<file path="src/assert_macros.svh">
// Assertion macros used by the deframer core.
`ifndef ASSERT_MACROS_SVH
`define ASSERT_MACROS_SVH
`ifndef ASSERT_OFF
// Checked property, disabled while reset is asserted.
`define SPD_ASSERT(name, clk, rst_n, prop) \
    name: assert property (@(posedge clk) disable iff (!rst_n) prop) \
        else $error("spd assertion failed");
// Checked property, evaluated in and out of reset.
`define SPD_ASSERT_ALWAYS(name, clk, prop) \
    name: assert property (@(posedge clk) prop) \
        else $error("spd assertion failed");
`else
`define SPD_ASSERT(name, clk, rst_n, prop)
`define SPD_ASSERT_ALWAYS(name, clk, prop)
`endif
`endif

</file>
<file path="src/spd_pkg.sv">
package spd_pkg;

    // Packet layout.
    localparam int PACKET_BYTES = 16;
    localparam int POSITION_AT  = 2;
    localparam int LEFT_AT      = 6;
    localparam int RIGHT_AT     = 8;
    localparam int SERVO_AT     = 10;

    // Packet store geometry and byte counter width.
    localparam int STORE_AW    = $clog2(PACKET_BYTES);
    localparam int STORE_DEPTH = 1 << STORE_AW;
    localparam int IDX_W       = $clog2(PACKET_BYTES + 1);

    // Checksum words ahead of the two trailing checksum bytes.
    localparam int CSUM_WORDS = (PACKET_BYTES - 2) / 2;

    // Microprogram length and step counter width.
    localparam int PROG_LEN = 2 * CSUM_WORDS + 16;
    localparam int STEP_W   = $clog2(PROG_LEN + 1);

    // Position bias removed from the raw packet word.
    localparam logic [31:0] POS_BIAS = 32'h4000_0000;

    // Configuration port widths.
    localparam int CFG_INDEX_W = 3;
    localparam int CFG_DATA_W  = 16;

    // Configuration reset values.
    localparam logic [7:0]  SYNC_FIRST_RST  = 8'd0;
    localparam logic [7:0]  SYNC_SECOND_RST = 8'd0;
    localparam logic [7:0]  HOLD_LIMIT_RST  = 8'd30;
    localparam logic [15:0] OPEN_BELOW_RST  = 16'd100;
    localparam logic [15:0] BAND_LOW_RST    = 16'd170;
    localparam logic [15:0] BAND_HIGH_RST   = 16'd200;

    typedef enum logic [CFG_INDEX_W-1:0] {
        CFG_SYNC_FIRST,
        CFG_SYNC_SECOND,
        CFG_HOLD_LIMIT,
        CFG_OPEN_BELOW,
        CFG_BAND_LOW,
        CFG_BAND_HIGH
    } cfg_index_t;

    typedef enum logic [1:0] {
        GRIP_OPEN,
        GRIP_CLOSED,
        GRIP_MOVING,
        GRIP_HOLDING
    } grip_t;

    typedef enum logic [1:0] {
        PH_HUNT0,
        PH_HUNT1,
        PH_COLLECT,
        PH_CHECK
    } phase_t;

    // Datapath operations, applied to the byte read by the same step.
    typedef enum logic [3:0] {
        OP_NOP,
        OP_ACC_LO,
        OP_ACC_HI,
        OP_FOLD,
        OP_CHK_LO,
        OP_CHK_HI,
        OP_SKIP_IF_BAD,
        OP_LD_POS,
        OP_LD_LEFT,
        OP_LD_RIGHT,
        OP_LD_SERVO,
        OP_STATUS,
        OP_EMIT
    } op_t;

    typedef struct packed {
        logic [STORE_AW-1:0] addr;
        op_t                 op;
    } ctrl_t;

    // Control store: one control word per microprogram step.
    function automatic ctrl_t ucode(input logic [STEP_W-1:0] step);
        int    s;
        int    b;
        ctrl_t cw;
        s = int'(step);
        b = 2 * CSUM_WORDS;
        cw.addr = '0;
        cw.op   = OP_NOP;
        if (s < b) begin
            cw.addr = STORE_AW'(s);
            cw.op   = step[0] ? OP_ACC_HI : OP_ACC_LO;
        end
        else if (s == b) begin
            cw.op = OP_FOLD;
        end
        else if (s == b + 1) begin
            cw.addr = STORE_AW'(PACKET_BYTES - 2);
            cw.op   = OP_CHK_LO;
        end
        else if (s == b + 2) begin
            cw.addr = STORE_AW'(PACKET_BYTES - 1);
            cw.op   = OP_CHK_HI;
        end
        else if (s == b + 3) begin
            cw.op = OP_SKIP_IF_BAD;
        end
        else if (s < b + 8) begin
            cw.addr = STORE_AW'(POSITION_AT + s - (b + 4));
            cw.op   = OP_LD_POS;
        end
        else if (s < b + 10) begin
            cw.addr = STORE_AW'(LEFT_AT + s - (b + 8));
            cw.op   = OP_LD_LEFT;
        end
        else if (s < b + 12) begin
            cw.addr = STORE_AW'(RIGHT_AT + s - (b + 10));
            cw.op   = OP_LD_RIGHT;
        end
        else if (s < b + 14) begin
            cw.addr = STORE_AW'(SERVO_AT + s - (b + 12));
            cw.op   = OP_LD_SERVO;
        end
        else if (s == b + 14) begin
            cw.op = OP_STATUS;
        end
        else if (s == b + 15) begin
            cw.op = OP_EMIT;
        end
        return cw;
    endfunction

endpackage

</file>
<file path="src/spd_if.sv">
// Received byte channel.
interface spd_byte_if;
    logic       valid;
    logic       ready;
    logic [7:0] rx_byte;

    modport source (output valid, output rx_byte, input ready);
    modport sink (input valid, input rx_byte, output ready);
endinterface

// Decoded packet channel.
interface spd_result_if;
    logic               valid;
    logic               ready;
    logic signed [31:0] position;
    logic [15:0]        left_range;
    logic [15:0]        right_range;
    logic [15:0]        servo_position;
    logic [1:0]         grip_status;

    modport source (
        output valid, output position, output left_range, output right_range,
        output servo_position, output grip_status, input ready
    );
    modport sink (
        input valid, input position, input left_range, input right_range,
        input servo_position, input grip_status, output ready
    );
endinterface

// Configuration write channel.
interface spd_cfg_if;
    import spd_pkg::*;
    logic                   valid;
    logic                   ready;
    logic [CFG_INDEX_W-1:0] index;
    logic [CFG_DATA_W-1:0]  data;

    modport source (output valid, output index, output data, input ready);
    modport sink (input valid, input index, input data, output ready);
endinterface

</file>
<file path="src/sensor_packet_deframer_core.sv">
// Byte-serial packet deframer. One received byte is taken per request; rx.ready
// stays high while hunting for the two sync bytes and while collecting, so bytes
// go in at one per clock. When the last byte of a packet arrives, rx.ready drops
// while a microprogram reads the packet store back one byte per cycle through its
// single read port: it forms the checksum, compares it with the trailing bytes, and
// on a match extracts the fields and grip status into the result register. A good
// packet holds rx.ready low until the emit step writes its result; a packet with a
// bad checksum produces no result and ends the pause at the skip step after the
// checksum compare. The pause grows if the previous result has not yet been taken.
// The packet store has no reset; configuration is written through cfg at any idle
// time.
`include "assert_macros.svh"

module sensor_packet_deframer_core (
    input  logic         clk,
    input  logic         rst_n,
    spd_byte_if.sink     rx,
    spd_result_if.source pkt,
    spd_cfg_if.sink      cfg
);
    import spd_pkg::*;

    // Configuration registers.
    logic [7:0]  sync_first_reg;
    logic [7:0]  sync_second_reg;
    logic [7:0]  hold_limit_reg;
    logic [15:0] open_below_reg;
    logic [15:0] band_low_reg;
    logic [15:0] band_high_reg;

    // Sequencer control.
    phase_t            phase_reg, phase_next;
    logic [IDX_W-1:0]  idx_reg, idx_next;
    logic [STEP_W-1:0] step_reg, step_next;
    op_t               op_d_reg, op_d_next;

    // Datapath.
    logic [31:0] acc_reg, acc_next;
    logic [7:0]  lo_reg, lo_next;
    logic [14:0] sum_reg, sum_next;
    logic        ok_reg, ok_next;
    logic [31:0] pos_reg, pos_next;
    logic [15:0] left_reg, left_next;
    logic [15:0] right_reg, right_next;
    logic [15:0] servo_reg, servo_next;
    grip_t       status_reg, status_next;
    logic [7:0]  band_count_reg, band_count_next;

    // Result register.
    logic               out_valid_reg, out_valid_next;
    logic signed [31:0] out_position_reg, out_position_next;
    logic [15:0]        out_left_reg, out_left_next;
    logic [15:0]        out_right_reg, out_right_next;
    logic [15:0]        out_servo_reg, out_servo_next;
    grip_t              out_grip_reg, out_grip_next;

    logic                rx_fire;
    logic                hold;
    logic                start;
    logic [IDX_W-1:0]    idx_inc;
    ctrl_t               ctrl;
    logic                ram_wr_en;
    logic [7:0]          ram_rdata;
    logic                in_band;
    logic [7:0]          cnt_inc;

    assign rx_fire = rx.valid && rx.ready;
    assign idx_inc = idx_reg + 1'b1;
    assign start   = rx_fire && (phase_reg == PH_COLLECT) && (idx_inc == IDX_W'(PACKET_BYTES));
    assign ctrl    = ucode(step_reg);

    // The emit step waits while the previous result is still pending.
    assign hold = (op_d_reg == OP_EMIT) && out_valid_reg && !pkt.ready;

    // Configuration writes.
    assign cfg.ready = 1'b1;

    always_ff @(posedge clk or negedge rst_n)
    begin
        if (!rst_n)
        begin
            sync_first_reg  <= SYNC_FIRST_RST;
            sync_second_reg <= SYNC_SECOND_RST;
            hold_limit_reg  <= HOLD_LIMIT_RST;
            open_below_reg  <= OPEN_BELOW_RST;
            band_low_reg    <= BAND_LOW_RST;
            band_high_reg   <= BAND_HIGH_RST;
        end
        else if (cfg.valid && cfg.ready)
        begin
            case (cfg_index_t'(cfg.index))
                CFG_SYNC_FIRST:  sync_first_reg  <= cfg.data[7:0];
                CFG_SYNC_SECOND: sync_second_reg <= cfg.data[7:0];
                CFG_HOLD_LIMIT:  hold_limit_reg  <= cfg.data[7:0];
                CFG_OPEN_BELOW:  open_below_reg  <= cfg.data;
                CFG_BAND_LOW:    band_low_reg    <= cfg.data;
                CFG_BAND_HIGH:   band_high_reg   <= cfg.data;
                default: ;
            endcase
        end
    end

    // Next state: sync hunt, collection and microprogram sequencing.
    always_comb
    begin
        phase_next = phase_reg;
        idx_next   = idx_reg;
        step_next  = step_reg;
        op_d_next  = op_d_reg;
        case (phase_reg)
            PH_HUNT0:
            begin
                if (rx_fire && (rx.rx_byte == sync_first_reg))
                begin
                    phase_next = PH_HUNT1;
                    idx_next   = IDX_W'(1);
                end
            end
            PH_HUNT1:
            begin
                if (rx_fire)
                begin
                    if (rx.rx_byte == sync_second_reg)
                    begin
                        phase_next = PH_COLLECT;
                        idx_next   = IDX_W'(2);
                    end
                    else
                    begin
                        phase_next = PH_HUNT0;
                        idx_next   = '0;
                    end
                end
            end
            PH_COLLECT:
            begin
                if (rx_fire)
                begin
                    idx_next = idx_inc;
                    if (start)
                    begin
                        phase_next = PH_CHECK;
                        idx_next   = '0;
                        step_next  = '0;
                        op_d_next  = OP_NOP;
                    end
                end
            end
            PH_CHECK:
            begin
                if (!hold)
                begin
                    if (step_reg < STEP_W'(PROG_LEN))
                    begin
                        op_d_next = ctrl.op;
                        step_next = step_reg + 1'b1;
                    end
                    else
                    begin
                        op_d_next = OP_NOP;
                    end
                    if ((op_d_reg == OP_SKIP_IF_BAD && !ok_reg) || op_d_reg == OP_EMIT)
                    begin
                        phase_next = PH_HUNT0;
                        step_next  = '0;
                        op_d_next  = OP_NOP;
                    end
                end
            end
            default:
            begin
                phase_next = PH_HUNT0;
            end
        endcase
    end

    // Outputs of the control: byte acceptance and store writes.
    always_comb
    begin
        rx.ready  = (phase_reg != PH_CHECK);
        ram_wr_en = 1'b0;
        case (phase_reg)
            PH_HUNT0:   ram_wr_en = rx_fire && (rx.rx_byte == sync_first_reg);
            PH_HUNT1:   ram_wr_en = rx_fire && (rx.rx_byte == sync_second_reg);
            PH_COLLECT: ram_wr_en = rx_fire;
            default:    ram_wr_en = 1'b0;
        endcase
    end

    // Packet store; write address follows the byte counter.
    spd_ram #(
        .WIDTH (8),
        .DEPTH (STORE_DEPTH)
    ) u_store (
        .clk     (clk),
        .wr_en   (ram_wr_en),
        .wr_addr (idx_reg[STORE_AW-1:0]),
        .wr_data (rx.rx_byte),
        .rd_addr (ctrl.addr),
        .rd_data (ram_rdata)
    );

    // Grip band test on the extracted servo position.
    assign in_band = (servo_reg < band_high_reg) && (servo_reg > band_low_reg);
    assign cnt_inc = (band_count_reg == 8'hFF) ? band_count_reg : band_count_reg + 8'd1;

    // Datapath: apply the delayed operation to the byte just read.
    always_comb
    begin
        acc_next          = start ? '0 : acc_reg;
        lo_next           = lo_reg;
        sum_next          = sum_reg;
        ok_next           = ok_reg;
        pos_next          = pos_reg;
        left_next         = left_reg;
        right_next        = right_reg;
        servo_next        = servo_reg;
        status_next       = status_reg;
        band_count_next   = band_count_reg;
        out_valid_next    = out_valid_reg;
        out_position_next = out_position_reg;
        out_left_next     = out_left_reg;
        out_right_next    = out_right_reg;
        out_servo_next    = out_servo_reg;
        out_grip_next     = out_grip_reg;
        if (pkt.valid && pkt.ready)
        begin
            out_valid_next = 1'b0;
        end
        case (op_d_reg)
            OP_ACC_LO:   lo_next = ram_rdata;
            OP_ACC_HI:   acc_next = {acc_reg[30:0], 1'b0} + {16'd0, ram_rdata, lo_reg};
            OP_FOLD:     sum_next = acc_reg[14:0] + acc_reg[29:15];
            OP_CHK_LO:   ok_next = (ram_rdata == sum_reg[7:0]);
            OP_CHK_HI:   ok_next = ok_reg && (ram_rdata == {1'b0, sum_reg[14:8]});
            OP_LD_POS:   pos_next = {ram_rdata, pos_reg[31:8]};
            OP_LD_LEFT:  left_next = {ram_rdata, left_reg[15:8]};
            OP_LD_RIGHT: right_next = {ram_rdata, right_reg[15:8]};
            OP_LD_SERVO: servo_next = {ram_rdata, servo_reg[15:8]};
            OP_STATUS:
            begin
                if (in_band)
                begin
                    band_count_next = cnt_inc;
                    status_next = (cnt_inc > hold_limit_reg) ? GRIP_HOLDING : GRIP_MOVING;
                end
                else
                begin
                    band_count_next = '0;
                    if (servo_reg < open_below_reg)
                    begin
                        status_next = GRIP_OPEN;
                    end
                    else if (servo_reg > band_high_reg)
                    begin
                        status_next = GRIP_CLOSED;
                    end
                    else
                    begin
                        status_next = GRIP_MOVING;
                    end
                end
            end
            OP_EMIT:
            begin
                if (!hold)
                begin
                    out_valid_next    = 1'b1;
                    out_position_next = $signed(pos_reg - POS_BIAS);
                    out_left_next     = left_reg;
                    out_right_next    = right_reg;
                    out_servo_next    = servo_reg;
                    out_grip_next     = status_reg;
                end
            end
            default: ;
        endcase
    end

    // Control registers.
    always_ff @(posedge clk or negedge rst_n)
    begin
        if (!rst_n)
        begin
            phase_reg      <= PH_HUNT0;
            idx_reg        <= '0;
            step_reg       <= '0;
            op_d_reg       <= OP_NOP;
            band_count_reg <= '0;
            out_valid_reg  <= 1'b0;
        end
        else
        begin
            phase_reg      <= phase_next;
            idx_reg        <= idx_next;
            step_reg       <= step_next;
            op_d_reg       <= op_d_next;
            band_count_reg <= band_count_next;
            out_valid_reg  <= out_valid_next;
        end
    end

    // Payload registers.
    always_ff @(posedge clk)
    begin
        acc_reg          <= acc_next;
        lo_reg           <= lo_next;
        sum_reg          <= sum_next;
        ok_reg           <= ok_next;
        pos_reg          <= pos_next;
        left_reg         <= left_next;
        right_reg        <= right_next;
        servo_reg        <= servo_next;
        status_reg       <= status_next;
        out_position_reg <= out_position_next;
        out_left_reg     <= out_left_next;
        out_right_reg    <= out_right_next;
        out_servo_reg    <= out_servo_next;
        out_grip_reg     <= out_grip_next;
    end

    // Result channel.
    assign pkt.valid          = out_valid_reg;
    assign pkt.position       = out_position_reg;
    assign pkt.left_range     = out_left_reg;
    assign pkt.right_range    = out_right_reg;
    assign pkt.servo_position = out_servo_reg;
    assign pkt.grip_status    = out_grip_reg;

    // A new result only appears after the emit step ran.
    `SPD_ASSERT(a_rose_after_emit, clk, rst_n, $rose(out_valid_reg) |-> $past(op_d_reg == OP_EMIT))
    // The check only starts on the final byte of a packet.
    `SPD_ASSERT(a_check_entry, clk, rst_n, (phase_reg == PH_CHECK && $past(phase_reg) != PH_CHECK) |-> $past(start))
    // Datapath operations run only while the microprogram is active.
    `SPD_ASSERT(a_ops_in_check, clk, rst_n, (op_d_reg != OP_NOP) |-> (phase_reg == PH_CHECK))
    // The band counter moves only on the status step.
    `SPD_ASSERT(a_band_on_status, clk, rst_n, !$stable(band_count_reg) |-> $past(op_d_reg == OP_STATUS))
    // The step counter never runs past the end of the program.
    `SPD_ASSERT(a_step_bound, clk, rst_n, step_reg <= STEP_W'(PROG_LEN))

endmodule

</file>
<file path="src/spd_ram.sv">
module spd_ram #(
    parameter int WIDTH = 8,
    parameter int DEPTH = 16,
    localparam int AW = $clog2(DEPTH)
) (
    input  logic             clk,
    input  logic             wr_en,
    input  logic [AW-1:0]    wr_addr,
    input  logic [WIDTH-1:0] wr_data,
    input  logic [AW-1:0]    rd_addr,
    output logic [WIDTH-1:0] rd_data
);

    logic [WIDTH-1:0] mem [DEPTH];

    // One write port, one registered read port.
    always_ff @(posedge clk)
    begin
        if (wr_en)
        begin
            mem[wr_addr] <= wr_data;
        end
        rd_data <= mem[rd_addr];
    end

endmodule

</file>
<file path="src/flat_wrapper.sv">
// flat-port wrapper written by rule: the top's interface ports become plain ports
module sensor_packet_deframer_core_flat import spd_pkg::*;
  (clk, rst_n, rx_valid, rx_rx_byte, rx_ready, pkt_valid, pkt_position, pkt_left_range, pkt_right_range, pkt_servo_position, pkt_grip_status, pkt_ready, cfg_valid, cfg_index, cfg_data, cfg_ready);
  spd_byte_if rx_i ();
  spd_result_if pkt_i ();
  spd_cfg_if cfg_i ();
  input  logic clk;
  input  logic rst_n;
  input wire logic [$bits(rx_i.valid)-1:0] rx_valid;
  input wire logic [$bits(rx_i.rx_byte)-1:0] rx_rx_byte;
  output wire logic [$bits(rx_i.ready)-1:0] rx_ready;
  output wire logic [$bits(pkt_i.valid)-1:0] pkt_valid;
  output wire logic [$bits(pkt_i.position)-1:0] pkt_position;
  output wire logic [$bits(pkt_i.left_range)-1:0] pkt_left_range;
  output wire logic [$bits(pkt_i.right_range)-1:0] pkt_right_range;
  output wire logic [$bits(pkt_i.servo_position)-1:0] pkt_servo_position;
  output wire logic [$bits(pkt_i.grip_status)-1:0] pkt_grip_status;
  input wire logic [$bits(pkt_i.ready)-1:0] pkt_ready;
  input wire logic [$bits(cfg_i.valid)-1:0] cfg_valid;
  input wire logic [$bits(cfg_i.index)-1:0] cfg_index;
  input wire logic [$bits(cfg_i.data)-1:0] cfg_data;
  output wire logic [$bits(cfg_i.ready)-1:0] cfg_ready;
  assign rx_i.valid = rx_valid;
  assign rx_i.rx_byte = rx_rx_byte;
  assign rx_ready = rx_i.ready;
  assign pkt_valid = pkt_i.valid;
  assign pkt_position = pkt_i.position;
  assign pkt_left_range = pkt_i.left_range;
  assign pkt_right_range = pkt_i.right_range;
  assign pkt_servo_position = pkt_i.servo_position;
  assign pkt_grip_status = pkt_i.grip_status;
  assign pkt_i.ready = pkt_ready;
  assign cfg_i.valid = cfg_valid;
  assign cfg_i.index = cfg_index;
  assign cfg_i.data = cfg_data;
  assign cfg_ready = cfg_i.ready;
  sensor_packet_deframer_core u_core (.clk(clk), .rst_n(rst_n), .rx(rx_i), .pkt(pkt_i), .cfg(cfg_i));
endmodule
</file>
<file path="config.mk">
export PLATFORM = sky130hd
export DESIGN_NAME = sensor_packet_deframer_core_flat
export DESIGN_NICKNAME = d
export VERILOG_FILES = /design/src/spd_pkg.sv /design/src/spd_if.sv /design/src/sensor_packet_deframer_core.sv /design/src/spd_ram.sv /design/src/flat_wrapper.sv
export VERILOG_INCLUDE_DIRS = /design/src /design/src/src
export SDC_FILE = /design/constraint.sdc
export NUM_CORES = 1
export LEC_CHECK = 0
export BUFFER_PORTS_ARGS = -buffer_cell sky130_fd_sc_hd__buf_2
export CORE_ASPECT_RATIO = 1.2
export CORE_MARGIN = 1.5
export CORE_UTILIZATION = 55
export CTS_CLUSTER_DIAMETER = 150
export DETAILED_ROUTE_END_ITERATION = 12
export PLACE_DENSITY = 0.73
export SYNTH_ARGS = -nofsm -noshare
export SYNTH_HDL_FRONTEND = slang
export SYNTH_HIERARCHICAL = 1
export SYNTH_SLANG_ARGS = --single-unit
</file>
<file path="constraint.sdc">
create_clock -name clk -period 4.6 [get_ports clk]
set_clock_uncertainty 0.1 [all_clocks]
set_input_delay 0.69 -clock clk [delete_from_list [all_inputs] [get_ports clk]]
set_output_delay 0.69 -clock clk [all_outputs]
set_load 0.02 [all_outputs]
</file>
==> flow_summary.json <==
{
  "outcome": "complete, no violations",
  "synthesis.area_mm2": 0.01988,
  "vias": 11809,
  "syn_nets": 1512,
  "finalHoldWorstSlack_ns": 0.1746,
  "pwr-share-clk": 0.368,
  "nets": 1660,
  "grt_pass1_vias": 11758,
  "placed_cells": 1953,
  "post-route-util": 0.6300,
  "grt_use_total": 0.2234,
  "criticalPathCategory": "reg -> reg",
  "reg2reg_from": "u_core/sync_second_reg[3]",
  "p_int_mw": 7.241,
  "rsz0062_at_grt": "no",
  "critical-path-top-cell-by-count": "nor4_1",
  "fp.dieW_um": 176.6,
  "yosysSeqAreaShare": 0.6536,
  "maxSlewViolCount": 0,
  "ys.flop_type": "edfxtp_1",
  "relSlewSlack": 0.2156,
  "syn2layout_area_growth_pct": 13.29,
  "path_delay_family": "simple AND/OR/NAND/NOR gates",
  "fmax_mhz": 264.7,
  "fillers": 2645,
  "tightest_slew_ns": 1.170,
  "routed_via_density": 5.809,
  "vdd_drop_max_mv": 0.4687,
  "worstPathCellList": "xor2_1 -> nor4_1 -> nand3_1 -> nor4_1 -> o21ai_0 -> a21oi_1 -> or3b_2 -> nor2_1",
  "instances_no_fill": 2033,
  "syn_inst": 1382,
  "layout-drive-gt1-share": 0.2032,
  "tritoncts": "done",
  "path_max_fanout": 8,
  "max_stage_delay_ns": 0.57,
  "largest_reg_flops": 128,
  "postCtsSetupBuffers": 0,
  "r2r_end": "u_core/u_store/mem[2][1]",
  "clk_pin_slew_ns": 0.06,
  "ios": 117,
  "ant_nets": 0,
  "worst_slack_ns": 0.8215,
  "coreArea_mm2": 0.03575,
  "p_leak_nw": 8.577,
  "synth-edff-count": 346,
  "grt_pass1_wl_um": 63810,
  "end_kind": "register",
  "hold_violations": 0,
  "dpl_cell_area_mm2": 0.02109,
  "cp_slowest_cell": "nor4_1",
  "clock_latency_ns": 0.55,
  "setup_viol": 0,
  "dr.pass1.iters": 5,
  "routed_wl_um": 41130,
  "ff2ff_path_depth": 8,
  "drc_errors": 0,
  "portBuffers": 115,
  "post_cts_resized": 0,
  "critPathLaunchType": "register",
  "antenna_found_initial": 0,
  "h-tree-depth": 2,
  "rrSetupSlack_ns": 0.82,
  "required_ns": 4.69,
  "setup_tns_ns": 0,
  "power_frac_comb": 0.127,
  "p_sw_frac": 0.2478,
  "die_h_um": 211.3,
  "grt_max_degree": 83,
  "dpl.hpwl_um": 27800,
  "pwr_density_cell_mw_per_mm2": 427.4,
  "dp_slack_ns": 0.5533,
  "power_frac_seq": 0.505,
  "syn_avg_cell_area_um2": 14.39,
  "post-route-period-util": 0.8214,
  "synth_seq_cells": 451,
  "initial_core_util": 0.5561,
  "synth_async_sr_flop_share": 0.2151,
  "drv_cap": 0,
  "critPathBufInv": 0,
  "hp-class": "in -> async",
  "p_sw_mw": 2.386,
  "period_minus_slack_ns": 3.778,
  "cts-buffers-inserted": 43,
  "overflow": 0,
  "total_power_mw": 9.627,
  "fin_area_mm2": 0.02252,
  "cts_root_buf": "clkbuf_16",
  "cts_sinks": 451,
  "yosys_warnings": 6,
  "clk_path_buf_depth": 3,
  "ys_types": 84,
  "num_rows": 76,
  "cp.arrival_ns": 3.87,
  "drtIter0Drc": 1094,
  "gp_congestion": 0.8786,
  "die_area_mm2": 0.03730,
  "hold_buffers": 0,
  "antenna_cells": 0,
  "avgRoutedWirePerCell_um": 20.23
}
-- power groups by stage --
| stage | combinational, mW | clock [mW] | sequential (mW) |
|---|---|---|---|
| finish | 1.22 | 3.55 | 4.86 |
| CTS | 1.23 | 3.61 | 4.85 |
| floorplan | 0.858 | 0 | 4.87 |
| global placement | 1.18 | 0 | 4.92 |
| global route | 1.37 | 3.74 | 4.88 |
| detailed placement | 1.22 | 0 | 4.93 |
-- worst reg2reg max path, cell delays in order (launching register included) --
cell and delay, ns:
dfrtp_1 0.44, xor2_1 0.18, nor4_1 0.57, nand3_1 0.16, nor4_1 0.37, o21ai_0 0.14, a21oi_1 0.34, or3b_2 0.54
nor2_1 0.56
-- layout by cell type, fill, tap and decap left out, drive strengths merged, types with 4 or more instances in the layout --
cell type,n
edfxtp,346
buf,140
ha,96
nand2,95
inv,89
dfrtp,83
o21ai,80
a21oi,66
clkbuf,66
mux2,52
nor2,52
nand3,37
xnor2,35
mux4,32
nor3,24
xor2,18
a22oi,18
a21o,16
nand4,16
nand2b,14
dfstp,14
o31ai,13
nor2b,12
and3,11
and2,9
or4,9
o21a,8
dfxtp,8
clkinv,8
nor4,7
or3,6
nor3b,5
o41ai,5
o211ai,4
a211oi,4
and4,4
or2,4
-- routing by layer --
| metal | GRT usage | part of all wire |
|---|---|---|
| met3 | 0.03060 | 0.050 |
| met4 | 0.08387 | 0.035 |
| met5 | 0 | 0 |
| met1 | 0.2920 | 0.42 |
| met2 | 0.3808 | 0.49 |
-- cell usage after synthesis, drive strengths merged (11+ instances only) --
master	n	area, um2
nand2b	14	87.58
buf	13	97.59
nand3	37	185.2
nor3	24	120.1
inv	87	326.6
xor2	18	157.7
nand4	16	100.1
dfrtp	83	2077
a21oi	66	349.1
o31ai	13	107.6
mux2	52	585.6
a22oi	18	135.1
and3	11	78.82
clkbuf	21	78.83
xnor2	35	306.5
mux4	32	773.2
o21ai	80	400.4
ha	96	1201
nor2b	12	82.58
edfxtp	346	10390
nand2	95	356.6
a21o	16	120.1
dfstp	14	367.9
nor2	52	195.2
-- cells by family (layout without fill, tap and decap cells) --
| group | Yosys count | count (layout) | share of synthesized area |
|---|---|---|---|
| flops | 451 | 451 | 0.6536 |
| simple gates | 314 | 314 | 0.08011 |
| compound gates | 254 | 254 | 0.08364 |
| buf+inv | 124 | 307 | 0.02681 |
| fa+ha+maj | 98 | 98 | 0.06243 |
| mux | 87 | 87 | 0.06986 |
| xor+xnor | 53 | 53 | 0.02335 |
| other cells | 1 | 1 | 0.0001886 |
-- worst max path at each step --
stage                                    from                         to  slack, ns  cells past startpoint
detailed placement              rx_rx_byte[3]   u_core/u_store/mem[1][1]       0.55                      9
CTS                 u_core/sync_second_reg[3]   u_core/u_store/mem[1][3]       0.88                      8
floorplan                           pkt_ready  u_core/pkt.grip_status[0]       1.08                      2
finish              u_core/sync_second_reg[3]   u_core/u_store/mem[2][1]       0.82                      8
global route        u_core/sync_second_reg[3]   u_core/u_store/mem[2][1]       0.52                      8
global placement                rx_rx_byte[3]   u_core/u_store/mem[2][7]       0.64                      9
-- layout make-up --
type                       count  area [um2]  share of cell area
clock inverter                14       166.4            0.007388
clock buffer                  66        1264             0.05610
inverter                      87       326.6             0.01450
tap                          468       585.6             0.02600
multi-input combinational    807        6421              0.2851
timing repair buffer         140       765.7             0.03400
sequential                   451       13000              0.5769
Power figures use the tool's default switching activity.
